$ cat src/sv/lmts_pkg.sv
// shared types, codes and timing constants of the lcd mode timing sequencer
`default_nettype none
package lmts_pkg;

  // display modes
  localparam logic [1:0] MODE_HBLANK = 2'd0;
  localparam logic [1:0] MODE_VBLANK = 2'd1;
  localparam logic [1:0] MODE_OAM    = 2'd2;
  localparam logic [1:0] MODE_XFER   = 2'd3;

  // item actions
  localparam logic ACT_TICK      = 1'b0;
  localparam logic ACT_ENABLE_WR = 1'b1;

  // configuration register indexes
  localparam int unsigned CFG_IDX_W = 1;
  localparam int unsigned CFG_DATA_W = 8;
  localparam logic [CFG_IDX_W-1:0] REG_LINE_COMPARE = 1'd0;
  localparam logic [CFG_IDX_W-1:0] REG_STAT_SELECT  = 1'd1;

  // timing in machine cycles
  localparam logic [6:0] HBLANK_CYCLES      = 7'd51;
  localparam logic [6:0] OAM_CYCLES         = 7'd20;
  localparam logic [6:0] XFER_CYCLES        = 7'd43;
  localparam logic [6:0] VBLANK_LINE_CYCLES = 7'd114;
  localparam logic [6:0] WRAP_CYCLE         = 7'd1;
  localparam logic [7:0] FIRST_VBLANK_LINE  = 8'd144;
  localparam logic [7:0] LAST_LINE          = 8'd153;

  // stat select bits
  localparam int unsigned SEL_HBLANK  = 0;
  localparam int unsigned SEL_COMPARE = 1;

  typedef struct packed {
    logic       display_on;
    logic [1:0] mode;
    logic [7:0] line;
    logic [6:0] count;
  } timing_state_t;

  typedef struct packed {
    logic [7:0] line_compare;
    logic [1:0] stat_select;
  } timing_cfg_t;

  typedef struct packed {
    logic action;
    logic enable_value;
    logic hblank_dma_active;
  } timing_item_t;

  typedef struct packed {
    logic [1:0] mode;
    logic [7:0] line;
    logic       vblank_irq;
    logic       stat_irq;
    logic       line_render_start;
    logic       frame_done;
    logic       hdma_block_request;
  } timing_result_t;

endpackage
`default_nettype wire

$ cat src/sv/lmts_if.sv
// item channel interfaces of the lcd mode timing sequencer
`default_nettype none
interface lmts_in_if;
  logic valid;
  logic ready;
  logic action;
  logic enable_value;
  logic hblank_dma_active;

  modport source (output valid, action, enable_value, hblank_dma_active, input ready);
  modport sink (input valid, action, enable_value, hblank_dma_active, output ready);
endinterface

interface lmts_out_if;
  logic       valid;
  logic       ready;
  logic [1:0] mode;
  logic [7:0] line;
  logic       vblank_irq;
  logic       stat_irq;
  logic       line_render_start;
  logic       frame_done;
  logic       hdma_block_request;

  modport source (output valid, mode, line, vblank_irq, stat_irq, line_render_start,
                  frame_done, hdma_block_request, input ready);
  modport sink (input valid, mode, line, vblank_irq, stat_irq, line_render_start,
                frame_done, hdma_block_request, output ready);
endinterface
`default_nettype wire

$ cat src/sv/lmts_step.sv
// next-state and result logic for one item of the lcd mode timing sequencer
`default_nettype none
module lmts_step (
  input  wire lmts_pkg::timing_state_t  state_cur,
  input  wire lmts_pkg::timing_cfg_t    cfg,
  input  wire lmts_pkg::timing_item_t   item,
  output lmts_pkg::timing_state_t       state_nxt,
  output lmts_pkg::timing_result_t      result
);

  logic [6:0] count_inc;
  logic [7:0] line_inc;
  logic       cmp_inc;
  logic       cmp_zero;
  logic       vbl;
  logic       stat;
  logic       render;
  logic       hdma;

  assign count_inc = state_cur.count + 7'd1;
  assign line_inc  = state_cur.line + 8'd1;
  // line-compare match when the line counter is loaded
  assign cmp_inc   = (line_inc == cfg.line_compare) && cfg.stat_select[lmts_pkg::SEL_COMPARE];
  assign cmp_zero  = (cfg.line_compare == 8'd0) && cfg.stat_select[lmts_pkg::SEL_COMPARE];

  // mode sequencing
  always_comb begin
    state_nxt = state_cur;
    vbl       = 1'b0;
    stat      = 1'b0;
    render    = 1'b0;
    hdma      = 1'b0;
    if (item.action == lmts_pkg::ACT_ENABLE_WR) begin
      if (!item.enable_value && state_cur.display_on) begin
        state_nxt.line  = 8'd0;
        state_nxt.mode  = lmts_pkg::MODE_HBLANK;
        state_nxt.count = 7'd0;
      end
      state_nxt.display_on = item.enable_value;
    end else if (state_cur.display_on) begin
      state_nxt.count = count_inc;
      case (state_cur.mode)
        lmts_pkg::MODE_HBLANK: begin
          if (count_inc == lmts_pkg::HBLANK_CYCLES) begin
            state_nxt.line  = line_inc;
            state_nxt.count = 7'd0;
            stat            = cmp_inc;
            if (line_inc < lmts_pkg::FIRST_VBLANK_LINE) begin
              state_nxt.mode = lmts_pkg::MODE_OAM;
            end else begin
              state_nxt.mode = lmts_pkg::MODE_VBLANK;
              vbl            = 1'b1;
            end
          end
        end
        lmts_pkg::MODE_VBLANK: begin
          if (count_inc == lmts_pkg::WRAP_CYCLE && state_cur.line == lmts_pkg::LAST_LINE) begin
            state_nxt.line = 8'd0;
            stat           = cmp_zero;
          end else if (count_inc == lmts_pkg::VBLANK_LINE_CYCLES) begin
            state_nxt.count = 7'd0;
            if (state_cur.line == 8'd0) begin
              state_nxt.mode = lmts_pkg::MODE_OAM;
            end else begin
              state_nxt.line = line_inc;
              stat           = cmp_inc;
            end
          end
        end
        lmts_pkg::MODE_OAM: begin
          if (count_inc == lmts_pkg::OAM_CYCLES) begin
            state_nxt.mode  = lmts_pkg::MODE_XFER;
            state_nxt.count = 7'd0;
            render          = 1'b1;
          end
        end
        default: begin
          if (count_inc == lmts_pkg::XFER_CYCLES) begin
            state_nxt.mode  = lmts_pkg::MODE_HBLANK;
            state_nxt.count = 7'd0;
            hdma            = item.hblank_dma_active;
            stat            = cfg.stat_select[lmts_pkg::SEL_HBLANK];
          end
        end
      endcase
    end
  end

  // result item
  always_comb begin
    result.mode               = state_nxt.mode;
    result.line               = state_nxt.line;
    result.vblank_irq         = vbl;
    result.stat_irq           = stat;
    result.line_render_start  = render;
    result.frame_done         = vbl;
    result.hdma_block_request = hdma;
  end

endmodule
`default_nettype wire

$ cat src/sv/lcd_mode_timing_sequencer_unit.sv
// Display mode timing sequencer: each item is a machine-cycle tick or a write of the
// display enable, and yields one result item with mode, line and request pulses. One item
// is accepted every clock cycle unless the result side stalls; its result is offered when it
// moves from the input register into the result register, with the mode/line/count update
// done in the single combinational step between them. Both sides are decoupled by these
// registers, so one more item is taken while a finished result still waits. Configuration
// writes through cfg_we/cfg_index/cfg_data take effect on the next cycle.
`default_nettype none
module lcd_mode_timing_sequencer_unit (
  input  wire                                  clk,
  input  wire                                  rst_n,
  lmts_in_if.sink                              in_ch,
  lmts_out_if.source                           out_ch,
  input  wire                                  cfg_we,
  input  wire [lmts_pkg::CFG_IDX_W-1:0]        cfg_index,
  input  wire [lmts_pkg::CFG_DATA_W-1:0]       cfg_data
);

  logic                     in_v_r;
  lmts_pkg::timing_item_t   in_item_r;
  logic                     out_v_r;
  lmts_pkg::timing_result_t out_res_r;
  lmts_pkg::timing_state_t  state_r;
  lmts_pkg::timing_state_t  state_nxt;
  lmts_pkg::timing_cfg_t    cfg_r;
  lmts_pkg::timing_result_t res_nxt;
  logic                     proc_fire;
  logic                     in_fire;

  // handshake
  assign proc_fire   = in_v_r && (!out_v_r || out_ch.ready);
  assign in_ch.ready = !in_v_r || proc_fire;
  assign in_fire     = in_ch.valid && in_ch.ready;

  // input register
  always_ff @(posedge clk) begin
    if (!rst_n) begin
      in_v_r <= 1'b0;
    end else if (in_ch.ready) begin
      in_v_r <= in_ch.valid;
    end
  end

  always_ff @(posedge clk) begin
    if (in_fire) begin
      in_item_r.action            <= in_ch.action;
      in_item_r.enable_value      <= in_ch.enable_value;
      in_item_r.hblank_dma_active <= in_ch.hblank_dma_active;
    end
  end

  // configuration registers
  always_ff @(posedge clk) begin
    if (!rst_n) begin
      cfg_r <= '0;
    end else if (cfg_we) begin
      case (cfg_index)
        lmts_pkg::REG_LINE_COMPARE: cfg_r.line_compare <= cfg_data;
        lmts_pkg::REG_STAT_SELECT:  cfg_r.stat_select  <= cfg_data[1:0];
        default: ;
      endcase
    end
  end

  // per-item step
  lmts_step u_step (
    .state_cur (state_r),
    .cfg       (cfg_r),
    .item      (in_item_r),
    .state_nxt (state_nxt),
    .result    (res_nxt)
  );

  // timing state
  always_ff @(posedge clk) begin
    if (!rst_n) begin
      state_r <= '0;
    end else if (proc_fire) begin
      state_r <= state_nxt;
    end
  end

  // result register
  always_ff @(posedge clk) begin
    if (!rst_n) begin
      out_v_r <= 1'b0;
    end else if (!out_v_r || out_ch.ready) begin
      out_v_r <= in_v_r;
    end
  end

  always_ff @(posedge clk) begin
    if (proc_fire) begin
      out_res_r <= res_nxt;
    end
  end

  assign out_ch.valid              = out_v_r;
  assign out_ch.mode               = out_res_r.mode;
  assign out_ch.line               = out_res_r.line;
  assign out_ch.vblank_irq         = out_res_r.vblank_irq;
  assign out_ch.stat_irq           = out_res_r.stat_irq;
  assign out_ch.line_render_start  = out_res_r.line_render_start;
  assign out_ch.frame_done         = out_res_r.frame_done;
  assign out_ch.hdma_block_request = out_res_r.hdma_block_request;

endmodule
`default_nettype wire

$ cat src/flat_wrapper.sv
// flat-port wrapper written by rule: the top's interface ports become plain ports
module lcd_mode_timing_sequencer_unit_flat 
  (clk, rst_n, cfg_we, cfg_index, cfg_data, in_ch_valid, in_ch_action, in_ch_enable_value, in_ch_hblank_dma_active, in_ch_ready, out_ch_valid, out_ch_mode, out_ch_line, out_ch_vblank_irq, out_ch_stat_irq, out_ch_line_render_start, out_ch_frame_done, out_ch_hdma_block_request, out_ch_ready);
  lmts_in_if in_ch_i ();
  lmts_out_if out_ch_i ();
  input  wire clk;
  input  wire rst_n;
  input  wire cfg_we;
  input  wire [lmts_pkg::CFG_IDX_W-1:0] cfg_index;
  input  wire [lmts_pkg::CFG_DATA_W-1:0] cfg_data;
  input wire logic [$bits(in_ch_i.valid)-1:0] in_ch_valid;
  input wire logic [$bits(in_ch_i.action)-1:0] in_ch_action;
  input wire logic [$bits(in_ch_i.enable_value)-1:0] in_ch_enable_value;
  input wire logic [$bits(in_ch_i.hblank_dma_active)-1:0] in_ch_hblank_dma_active;
  output wire logic [$bits(in_ch_i.ready)-1:0] in_ch_ready;
  output wire logic [$bits(out_ch_i.valid)-1:0] out_ch_valid;
  output wire logic [$bits(out_ch_i.mode)-1:0] out_ch_mode;
  output wire logic [$bits(out_ch_i.line)-1:0] out_ch_line;
  output wire logic [$bits(out_ch_i.vblank_irq)-1:0] out_ch_vblank_irq;
  output wire logic [$bits(out_ch_i.stat_irq)-1:0] out_ch_stat_irq;
  output wire logic [$bits(out_ch_i.line_render_start)-1:0] out_ch_line_render_start;
  output wire logic [$bits(out_ch_i.frame_done)-1:0] out_ch_frame_done;
  output wire logic [$bits(out_ch_i.hdma_block_request)-1:0] out_ch_hdma_block_request;
  input wire logic [$bits(out_ch_i.ready)-1:0] out_ch_ready;
  assign in_ch_i.valid = in_ch_valid;
  assign in_ch_i.action = in_ch_action;
  assign in_ch_i.enable_value = in_ch_enable_value;
  assign in_ch_i.hblank_dma_active = in_ch_hblank_dma_active;
  assign in_ch_ready = in_ch_i.ready;
  assign out_ch_valid = out_ch_i.valid;
  assign out_ch_mode = out_ch_i.mode;
  assign out_ch_line = out_ch_i.line;
  assign out_ch_vblank_irq = out_ch_i.vblank_irq;
  assign out_ch_stat_irq = out_ch_i.stat_irq;
  assign out_ch_line_render_start = out_ch_i.line_render_start;
  assign out_ch_frame_done = out_ch_i.frame_done;
  assign out_ch_hdma_block_request = out_ch_i.hdma_block_request;
  assign out_ch_i.ready = out_ch_ready;
  lcd_mode_timing_sequencer_unit u_core (.clk(clk), .rst_n(rst_n), .in_ch(in_ch_i), .out_ch(out_ch_i), .cfg_we(cfg_we), .cfg_index(cfg_index), .cfg_data(cfg_data));
endmodule
$ cat config.mk
export PLATFORM = sky130hd
export DESIGN_NAME = lcd_mode_timing_sequencer_unit_flat
export DESIGN_NICKNAME = d
export VERILOG_FILES = /design/src/sv/lmts_pkg.sv /design/src/sv/lmts_if.sv /design/src/sv/lmts_step.sv /design/src/sv/lcd_mode_timing_sequencer_unit.sv /design/src/flat_wrapper.sv
export SDC_FILE = /design/constraint.sdc
export NUM_CORES = 1
export LEC_CHECK = 0
export BUFFER_PORTS_ARGS = -buffer_cell sky130_fd_sc_hd__buf_2
export CORE_MARGIN = 1
export CORE_UTILIZATION = 55
export CTS_BUF_LIST = sky130_fd_sc_hd__clkbuf_4
export DETAILED_ROUTE_END_ITERATION = 10
export MAX_ROUTING_LAYER = met4
export PLACE_DENSITY_LB_ADDON = 0.2
export SYNTH_ARGS = -nofsm -noshare
export SYNTH_HDL_FRONTEND = slang
export SYNTH_SLANG_ARGS = --single-unit
$ cat constraint.sdc
create_clock -name clk -period 2.9 [get_ports clk]
set_input_delay 0.145 -clock clk [delete_from_list [all_inputs] [get_ports clk]]
set_output_delay 0.145 -clock clk [all_outputs]
set_load 0.05 [all_outputs]
==> results.tsv, run 1 <==
stage	metric	value	unit
grt	grt_usage	0.2724	
sta	rsz0062_at_grt	false	
power	p_sw_frac	0.2783	
grt	grt_pass1_vias	2666	
power	p_int	0.9510	mW
cts	cts_buffers	5	
sta	hold_viol	0	
setup_path	cpLargestDelayFamily	compound AO/OA/AOI/OAI gates	
setup_path	path_cells	ha_1 > nand3_2 > o21a_1 > or3b_4 > o31a_1 > o31a_1 > a211o_1	
setup_path	r2r_setup_slack	0.18	ns
sta	clock_skew	0.003421	ns
grt	grt_max_degree	33	
cts	clockRootBuffer	clkbuf_4	
setup_path	worst_path_largest_cell_delay	0.46	ns
cts	ctsHoldBuffers	4	
cts	cts_max_path_buffers	2	
final_layout	fin_util	0.6361	
routing	post-route-drc-count	0	
sta	finalCriticalPeriod	2.715	ns
grt	met3_usage	0.04302	
routing	routed_via_density	6.180	
die	row_count	27	
power	p_per_area	371.6	nW/µm²
grt	antenna_found_initial	0	
cts	post_cts_resize_count	0	
job	maxCapViolCount	0	
routing	antenna_left	0	
die	die_area	6158	µm²
worst_hold_path	min_path_type	in2reg	
routing	first_pass_iters	5	
cts	h-tree-depth	2	
final_layout	nets	435	
final_layout	num_antenna_cells	0	
status	status	finished clean	
die	core_area	5574	µm²
routing	wl_per_cell	16.38	µm
synthesis	yosysWarnings	0	
power	power	1.318	mW
synthesis	syn_inst	382	
final_layout	most-common-layout-cells	nand2_1 (56), buf_2 (33), dfxtp_1 (30)	
sta	worstMarginPinSlew	0.6263	ns
synthesis	netlist_area	3217	µm²
power	power_leakage	1.283	nW
grt	top_usage_layer	met2	
final_layout	n_fill_cell	499	
sta	slew_viol_final	0	
setup_path	critPathSlowestCell	dfxtp_1	
cts	cts_sinks	47	
sta	setup_viol	0	
placement	io_buffers	33	
routing	num_vias	2960	
final_layout	area_delta_synth_final	10.23	%
synthesis	async_flop_share	0	
power	peakVddDrop	213.5	µV
sta	period_share	0.9363	
grt	use_met2	0.4377	
synthesis	synth-edff-count	17	
setup_path	start_kind	register	
final_layout	layout_commonest_cell	nand2_1	
die	die_h	78.48	µm
die	io_pins	34	
setup_path	crit_type	reg2reg	
power	clock_power_share	0.304	
grt	grt_pass1_wl	12830	µm
setup_path	worst-path-buf-inv	0	
synthesis	synth_cell_types	67	
setup_path	worstPathRequired	3.04	ns
sta	fmax	368.3	MHz
synthesis	synth.avg_cell_area	8.421	µm²
synthesis	ys.flop_type	dfxtp_1	
power	combPwrFrac	0.142	
setup_path	cp-end-kind	register	
placement	dp_hpwl	5761	µm
routing	drt_first_iter_violations	311	
sta	setup_tns	0	ns
synthesis	ys_seq_area_frac	0.3454	
grt	overflow	0	
cts	clkTransAtPathRegs	0.14	ns
synthesis	synth_nets	411	
die	die_x	78.48	µm
setup_path	crit_top_cell	o31a_1	
power	p_sw	0.3667	mW
final_layout	drive_gt1_frac	0.1622	
synthesis	synth_seq_cells	47	
cts	clk_latency	0.37	ns
routing	totalWireLength	7846	µm
grt	grt_util_met1	0.3519	
setup_path	critPathArrivalTime	2.85	ns
placement	gp_congestion	0.9049	
sta	relSlewSlack	0.5786	
setup_path	cp_max_fo	6	
die	start_util	0.5771	
cts	cts_tree	built	
power	seqPwrFrac	0.553	
cts	postCtsSetupBuffers	0	
[routing by layer]
layer	vias to the layer above	part of all wire
met1	1382	0.45
met4	0	0.018
met5	-	0
li1	1437	-
met3	18	0.062
met2	123	0.47
[synth_stat cells (3+ instances only)]
cell type	count	area, µm²
nor4_1	8	50.05
inv_1	13	48.80
a32oi_1	3	26.28
buf_4	4	30.03
o211ai_1	6	45.04
nand4_1	3	18.77
nand3_1	19	95.09
nor3_1	11	55.05
nor2b_1	13	81.33
o32ai_1	3	26.28
nand2b_1	7	43.79
clkbuf_1	21	78.83
or3_1	4	25.02
edfxtp_1	17	510.5
mux2i_1	3	30.03
a21boi_0	17	127.6
nor2_1	11	41.29
nand2_1	56	210.2
and3_1	7	43.79
o21ai_0	16	80.08
a211oi_1	3	22.52
and2_1	4	25.02
xnor2_1	9	78.83
ha_1	12	150.1
nand3b_1	3	22.52
xor2_1	6	52.55
a31oi_1	8	50.05
a21oi_1	15	75.07
dfxtp_1	30	600.6
[state kept, by name, indices dropped and copies added, names as in the netlist]
register,count
u_core.out_ch.stat_irq,1
u_core.out_ch.line_render_start,1
u_core.out_ch.mode,2
u_core.state_r,18
u_core.out_ch.line,8
u_core.out_ch.valid,1
u_core.in_v_r,1
u_core.cfg_r,10
u_core.out_ch.vblank_irq,1
u_core.in_item_r,3
u_core.out_ch.hdma_block_request,1
[cells by family (layout without fill, tap and decap cells)]
| group | count (synthesis) | after routing | share of synthesized area |
|---|---|---|---|
| compound gates | 102 | 102 | 0.2310 |
| xor+xnor | 16 | 16 | 0.04590 |
| fa+ha+maj | 12 | 12 | 0.04667 |
| buf+inv | 41 | 66 | 0.05329 |
| flops | 47 | 47 | 0.3454 |
| mux | 3 | 3 | 0.009335 |
| simple gates | 161 | 161 | 0.2684 |
[power by group through the flow]
| stage | Clock, mW | Sequential (mW) | Combinational [mW] |
|---|---|---|---|
| 2_1_floorplan | 0 | 0.773 | 0.0980 |
| 4_1_cts | 0.412 | 0.729 | 0.187 |
| 3_5_place_dp | 0 | 0.743 | 0.182 |
| 3_3_place_gp | 0 | 0.742 | 0.179 |
| 6_report | 0.401 | 0.729 | 0.188 |
| 5_1_grt | 0.432 | 0.733 | 0.203 |
[layout make-up]
| type | count | area (µm²) | share of cell area |
|---|---|---|---|
| multi-input cells | 294 | 1937 | 0.5462 |
| flip-flops and latches | 47 | 1111 | 0.3133 |
| repair buffers | 45 | 277.8 | 0.07833 |
| well taps | 72 | 90.09 | 0.02541 |
| inverters | 13 | 48.80 | 0.01376 |
| clock inverters | 3 | 43.79 | 0.01235 |
| clock buffers | 5 | 37.54 | 0.01059 |
[path summary, 6_finish.rpt]
path / depth (start not counted) / from / to
min reg2reg: 2 / u_core.cfg_r[1] / u_core.cfg_r[1]
max reg2reg: 7 / u_core.state_r[1] / u_core.out_ch.line[5]
max: 7 / u_core.state_r[1] / u_core.out_ch.line[5]
min: 3 / cfg_data[4] / u_core.cfg_r[6]
[worst min-delay path: stages]
cell	delay [ns]
buf_2	0.09
nand2_1	0.04
a21boi_0	0.07
[through the flow]
stage	hold slack, ns	cell area (µm²)	std cells	setup WS [ns]
final	0.008629	3546	479	0.1847
after global routing	0.009253	3546	479	0.03193
after CTS	0.003767	3546	479	0.2259
after detailed placement	0.3273	3425	467	0.2588
after global placement	0.3264	3425	467	0.3057
after floorplan	0.2439	3217	382	0.3136
Power figures use the tool's default switching activity.
==> run 2, diff against run 1 <==
--- a/config.mk
+++ b/config.mk
@@ -14,4 +14,5 @@
 export PLACE_DENSITY_LB_ADDON = 0.2
 export SYNTH_ARGS = -nofsm -noshare
 export SYNTH_HDL_FRONTEND = slang
+export SYNTH_HIERARCHICAL = 1
 export SYNTH_SLANG_ARGS = --single-unit
==> constraint.sdc (replaced) <==
create_clock -name clk -period 3 [get_ports clk]
set_input_delay 0.15 -clock clk [delete_from_list [all_inputs] [get_ports clk]]
set_output_delay 0.15 -clock clk [all_outputs]
set_load 0.05 [all_outputs]
==> results.tsv, run 2 <==
stage	metric	value	unit	change
status	status	finished clean		
synthesis	synth_nets	402		-2.2%
power	power_leakage	1.204	nW	-6.2%
grt	grt_pass1_wl	12500	µm	-2.6%
synthesis	async_flop_share	0		unchanged
sta	clock_skew	0.01268	ns	+0.009259 ns
synthesis	synth_cell_types	68		+1.5%
grt	antenna_found_initial	0		unchanged
setup_path	worst_path_largest_cell_delay	0.48	ns	+0.02 ns
cts	clockRootBuffer	clkbuf_4		
synthesis	netlist_area	3262	µm²	+1.4%
placement	placed_area	3326	µm²	-2.9%
die	row_count	27		unchanged
synthesis	syn_inst	378		-1.0%
setup_path	worstPathRequired	3.24	ns	+0.20 ns
routing	totalWireLength	7457	µm	-5.0%
setup_path	critPathSlowestCell	dfxtp_1		
routing	drt_first_iter_violations	381		+23%
power	p_per_area	356.9	nW/µm²	-4.0%
setup_path	start_kind	register		
final_layout	num_antenna_cells	0		unchanged
synthesis	yosysMostFrequentCell	nand2_1		
cts	post_cts_resize_count	0		unchanged
final_layout	area_delta_synth_final	5.907	%	
cts	ctsHoldBuffers	5		+1
synthesis	ys_seq_area_frac	0.3498		+0.004436
sta	setup_ws	0.2720	ns	+0.08730 ns
placement	dp_hpwl	5369	µm	-6.8%
routing	num_vias	2800		-5.4%
grt	grt_pass1_vias	2592		-2.8%
grt	overflow	0		unchanged
synthesis	synth.avg_cell_area	8.629	µm²	+2.5%
synthesis	synth_top_area_frac	0.1841		-0.002578
worst_hold_path	min_path_type	in2reg		
cts	clk_latency	0.37	ns	about the same
routing	drt-met1-wl	3307	µm	-5.9%
setup_path	crit_type	reg2reg		
cts	h-tree-depth	2		unchanged
sta	setup_viol	0		unchanged
routing	antenna_left	0		unchanged
placement	gp_congestion	0.9518		+5.2%
routing	wl_met2	3428	µm	-7.4%
cts	cts_max_path_buffers	2		unchanged
job	maxCapViolCount	0		unchanged
sta	period_share	0.9093		-0.02698
routing	post-route-drc-count	0		unchanged
grt	grt_usage	0.2622		-0.01020
cts	cts_buffers	5		unchanged
die	die_x	79.01	µm	+0.68%
synthesis	synthTopCellsByCount	nand2_1 (80), dfxtp_1 (30), mux2i_1 (19)		
sta	setup_tns	0	ns	unchanged
power	power	1.233	mW	-6.4%
synthesis	synth_area_leaders	dfxtp_1 (18%), edfxtp_1 (17%), nand2_1 (9.2%)		
synthesis	synth_top_area_cell	dfxtp_1		
synthesis	ys.flop_type	dfxtp_1		
cts	cts_sinks	48		+2.1%
final_layout	final_cell_area	3455	µm²	-2.6%
cts	cts_tree	built		
routing	routed_via_density	5.970		-3.4%
die	die_h	79.01	µm	+0.68%
sta	finalCriticalPeriod	2.728	ns	+0.01270 ns
power	peakVddDrop	222.0	µV	+4.0%
final_layout	nets	420		-3.4%
sta	worstMarginPinSlew	0.7566	ns	+0.1303 ns
setup_path	critPathArrivalTime	2.97	ns	+0.12 ns
die	die_area	6243	µm²	+1.4%
placement	io_buffers	33		unchanged
die	io_pins	34		unchanged
routing	wl_per_cell	15.90	µm	-2.9%
setup_path	cp-end-kind	register		
cts	clkTransAtPathRegs	0.15	ns	about the same
routing	dr_wl_met3	498	µm	+2.9%
final_layout	largest_reg_flops	18		unchanged
synthesis	synth-edff-count	18		+1
final_layout	most-common-layout-cells	nand2_1 (80), buf_2 (33), dfxtp_1 (30)		
placement	dp_slack	0.3493	ns	+0.09047 ns
setup_path	cp_max_fo	7		+1
die	core_area	5608	µm²	+0.61%
sta	fmax	366.6	MHz	-0.47%
final_layout	fin_util	0.6160		-0.02012
routing	route.top_layer_used	met4		
final_layout	largest_register	u_core/state_r		
synthesis	synth_seq_cells	48		+2.1%
setup_path	r2r_setup_slack	0.27	ns	+0.09 ns
sta	slew_viol_final	0		unchanged
final_layout	layout_commonest_cell	nand2_1		
die	start_util	0.5817		+0.004556
sta	rsz0062_at_grt	false		
sta	relSlewSlack	0.4956		-0.08301
synthesis	yosysWarnings	6		+6
setup_path	path_cells	ha_1 > nand4b_4 > or4_4 > nor4b_4 > a21oi_2 > a211oi_2 > o221ai_1 > nand2_1 > mux2i_1		
routing	first_pass_iters	5		unchanged
final_layout	drive_gt1_frac	0.1662		+0.004085
cts	postCtsSetupBuffers	0		unchanged
grt	grt_max_degree	49		+48%
sta	hold_viol	0		unchanged
==> run 2: changes by cell type in the layout (fill, tap and decap cells not counted), sizes merged, moves of 4 or more <==
cell,change
nand2b,-5
nand3,-8
nor2b,-4
xor2,-4
nor3,-4
ha,-5
a21boi,-6
nor4,-5
mux2i,+16
inv,+4
nand2,+25
a21oi,-7
xnor2,+4
a31oi,-5
==> run 2: cells by family after synthesis <==
group / count (synthesis) / share of synthesized area
DFF: 48 / 0.3498
xor gates and xnor gates: 16 / 0.04296
and+or+nand+nor: 161 / 0.2547
adders and majority gates: 7 / 0.02685
muxes: 20 / 0.06176
AOI/OAI and AO/OA: 73 / 0.1623
buffers and inverters: 53 / 0.1017
==> run 2: cell type report <==
cell class | count | area, µm²
clock buffers | 5 | 37.54
inverters | 16 | 60.06
repair buffers | 48 | 290.3
fillers | 510 | 2153
multi-input cells | 277 | 1794
clock inverters | 3 | 41.29
well taps | 72 | 90.09
flip-flops and latches | 48 | 1141
==> run 2: where the power goes <==
part	switching, mW	internal (mW)	total (mW)
clock	0.218	0.175	0.393
combinational	0.0886	0.0439	0.132
sequential	0.0116	0.695	0.707
==> run 2: metal layers <==
| metal | global-route usage | vias up |
|---|---|---|
| met5 | - | - |
| met1 | 0.3369 | 1267 |
| met4 | 0.09091 | 0 |
| met2 | 0.4155 | 142 |
| li1 | - | 1360 |
| met3 | 0.04713 | 31 |
==> run 2: final timing paths <==
check,from,to,depth (start not counted)
min,cfg_data[5],u_core/cfg_r[7],3
max,u_core/state_r[7],u_core/state_r[14],9
min reg2reg,u_core/cfg_r[0],u_core/cfg_r[0],2
max reg2reg,u_core/state_r[7],u_core/state_r[14],9
==> run 2: per-stage QoR <==
stage          std cells  hold WS, ns
2_1_floorplan        378       0.2489
5_1_grt              469     0.006865
6_report             469      0.01016
3_5_place_dp         456       0.3290
3_3_place_gp         456       0.3273
4_1_cts              469     0.004050
==> run 2: worst max-delay path, delay by kind of cell, from the launching register on <==
| family | cells | cell delay (ns) |
|---|---|---|
| adder cells (fa/ha/maj) | 1 | 0.25 |
| AND/OR/NAND/NOR | 4 | 1.02 |
| AO/OA/AOI/OAI | 3 | 0.77 |
| multiplexers | 1 | 0.08 |
| flip-flops | 1 | 0.48 |
==> run 3, diff against run 2 <==
--- a/config.mk
+++ b/config.mk
@@ -5,8 +5,9 @@
 export SDC_FILE = /design/constraint.sdc
 export NUM_CORES = 1
 export LEC_CHECK = 0
+export ABC_CLOCK_PERIOD_IN_PS = 3000
 export BUFFER_PORTS_ARGS = -buffer_cell sky130_fd_sc_hd__buf_2
-export CORE_MARGIN = 1
+export CORE_MARGIN = 5
 export CORE_UTILIZATION = 55
 export CTS_BUF_LIST = sky130_fd_sc_hd__clkbuf_4
 export DETAILED_ROUTE_END_ITERATION = 10
==> results.tsv, run 3 (same netlist as run 2, synthesis figures left out) <==
stage	metric	value	unit	change
routing	first_pass_iters	5		unchanged
sta	rsz0062_at_grt	false		
power	clock_power_share	0.268		-0.051
final_layout	final_cell_area	3451	µm²	-0.11%
worst_hold_path	worstHoldPathCells	3		unchanged
grt	antenna_found_initial	0		unchanged
setup_path	cpLargestDelayFamily	simple AND/OR/NAND/NOR gates		
final_layout	largest_register	u_core/state_r		
grt	grt_usage	0.2115		-0.05066
final_layout	area_delta_synth_final	5.792	%	
die	die_h	87.01	µm	+10%
setup_path	reg2reg_to	u_core/state_r[7]		
setup_path	cp_max_fo	7		unchanged
setup_path	crit_type	reg2reg		
cts	cts_sinks	48		unchanged
die	die_area	7571	µm²	+21%
routing	num_vias	2781		-0.68%
setup_path	rr_worst_depth	9		unchanged
setup_path	cp-end-kind	register		
cts	cts_tree	built		
power	p_per_area	332.0	nW/µm²	-7.0%
power	seqPwrFrac	0.616		+0.043
final_layout	drive_gt1_frac	0.1679		+0.001673
die	core_area	5851	µm²	+4.3%
setup_path	critPathArrivalTime	2.93	ns	-0.04 ns
routing	drt_first_iter_violations	251		-34%
die	die_x	87.01	µm	+10%
worst_hold_path	hold_path_end	u_core/cfg_r[6]		
sta	setup_viol	0		unchanged
placement	placed_area	3344	µm²	+0.56%
power	p_sw	0.2972	mW	-6.7%
sta	relSlewSlack	0.4624		-0.03324
status	status	finished clean		
setup_path	r2r_setup_slack	0.32	ns	+0.05 ns
power	power	1.146	mW	-7.1%
setup_path	start_kind	register		
grt	grt_pass1_wl	12290	µm	-1.7%
routing	post-route-drc-count	0		unchanged
cts	clk_latency	0.37	ns	about the same
placement	dp_cells	461		+1.1%
die	io_pins	34		unchanged
sta	whs	0.01275	ns	+0.002595 ns
final_layout	fin_util	0.5898		-0.02620
power	combPwrFrac	0.115		+0.008
power	p_int	0.8486	mW	-7.2%
cts	h-tree-depth	2		unchanged
sta	hold_viol	0		unchanged
placement	dp_hpwl	5482	µm	+2.1%
cts	post_cts_resize_count	0		unchanged
sta	fmax	373.1	MHz	+1.8%
placement	io_buffers	33		unchanged
final_layout	nets	422		+0.48%
worst_hold_path	hp-start	cfg_data[4]		
sta	clock_skew	0.01001	ns	-0.002668 ns
power	p_sw_frac	0.2594		+0.0009124
setup_path	r2r-start	u_core/state_r[7]		
routing	totalWireLength	7332	µm	-1.7%
routing	routed_via_density	5.867		-1.7%
placement	gp_congestion	0.9883		+3.8%
final_layout	final_cells	474		+1.1%
final_layout	n_fill_cell	546		+7.1%
sta	worstMarginPinSlew	0.8047	ns	+0.04816 ns
grt	grt_pass1_vias	2515		-3.0%
grt	grt_max_degree	49		unchanged
setup_path	critPathSlowestCell	dfxtp_1		
worst_hold_path	min_path_type	in2reg		
sta	setup_tns	0	ns	unchanged
sta	slew_viol_final	0		unchanged
final_layout	most-common-layout-cells	nand2_1 (80), buf_2 (33), dfxtp_1 (30)		
job	maxCapViolCount	0		unchanged
cts	cts_buffers	5		unchanged
sta	finalCriticalPeriod	2.680	ns	-0.04752 ns
final_layout	num_antenna_cells	0		unchanged
placement	dp_slack	0.3558	ns	+0.006577 ns
setup_path	worst-path-buf-inv	0		unchanged
final_layout	layout_commonest_cell	nand2_1		
sta	period_share	0.8935		-0.01584
routing	wl_per_cell	15.47	µm	-2.7%
setup_path	path_cells	ha_1 > nand4b_4 > or4_4 > nor4b_4 > a21oi_2 > a211o_1 > o21ba_1 > nand2_1 > mux2i_1		
cts	clockRootBuffer	clkbuf_4		
grt	overflow	0		unchanged
final_layout	regArea	1141	µm²	unchanged
final_layout	multi_input_area	1794	µm²	unchanged
power	power_leakage	1.201	nW	-0.20%
cts	postCtsSetupBuffers	0		unchanged
cts	clkTransAtPathRegs	0.13	ns	-0.02 ns
setup_path	worstPathRequired	3.25	ns	about the same
final_layout	largest_reg_flops	18		unchanged
die	start_util	0.5575		-0.02413
sta	setup_ws	0.3195	ns	+0.04752 ns
routing	antenna_left	0		unchanged
setup_path	worst_path_largest_cell_delay	0.49	ns	about the same
cts	cts_max_path_buffers	2		unchanged
die	row_count	28		+3.7%
power	peakVddDrop	208.6	µV	-6.0%
[run 3: area by class of cell]
cell class	count	share of cell area
well taps	75	0.02719
multi-input cells	277	0.5199
flip-flops and latches	48	0.3307
clock inverters	1	0.001088
clock buffers	7	0.01523
inverters	16	0.01740
repair buffers	50	0.08847
[run 3: timing repair]
item / in CTS / in global routing
hold buffers: 4 / 1
endpoints found under the hold margin: 4 / 1
endpoints found under the setup margin: 0 / 0
[run 3: power groups by stage]
| stage | logic, mW | clock network, mW | registers, mW |
|---|---|---|---|
| after CTS | 0.133 | 0.323 | 0.707 |
| after floorplan | 0.0591 | 0 | 0.758 |
| after detailed placement | 0.129 | 0 | 0.721 |
| after global placement | 0.127 | 0 | 0.721 |
| after global routing | 0.143 | 0.351 | 0.709 |
| final | 0.132 | 0.307 | 0.706 |
[run 3: worst register-to-register path, delay by kind of cell (launching register included)]
family | cells | cell delay, ns
multiplexers | 1 | 0.08
AND/OR/NAND/NOR | 4 | 0.98
flip-flops | 1 | 0.49
adder cells (fa/ha/maj) | 1 | 0.25
AO/OA/AOI/OAI | 3 | 0.76
[run 3: worst max-delay path by stage]
stage                            startpoint                  to  depth (start not counted)
final                     u_core/state_r[7]   u_core/state_r[7]                          9
after global routing      u_core/state_r[0]  u_core/state_r[16]                          9
after CTS                 u_core/state_r[7]   u_core/state_r[7]                          9
after detailed placement  u_core/state_r[7]   u_core/state_r[7]                          9
after global placement    u_core/state_r[7]   u_core/state_r[7]                          9
after floorplan           u_core/state_r[7]   u_core/state_r[7]                         10
[run 3: layer usage]
layer  global-route usage  share of wire
met1               0.2798           0.46
met2               0.3292           0.45
met3              0.03217          0.066
met4              0.07365          0.021
met5                    -              0
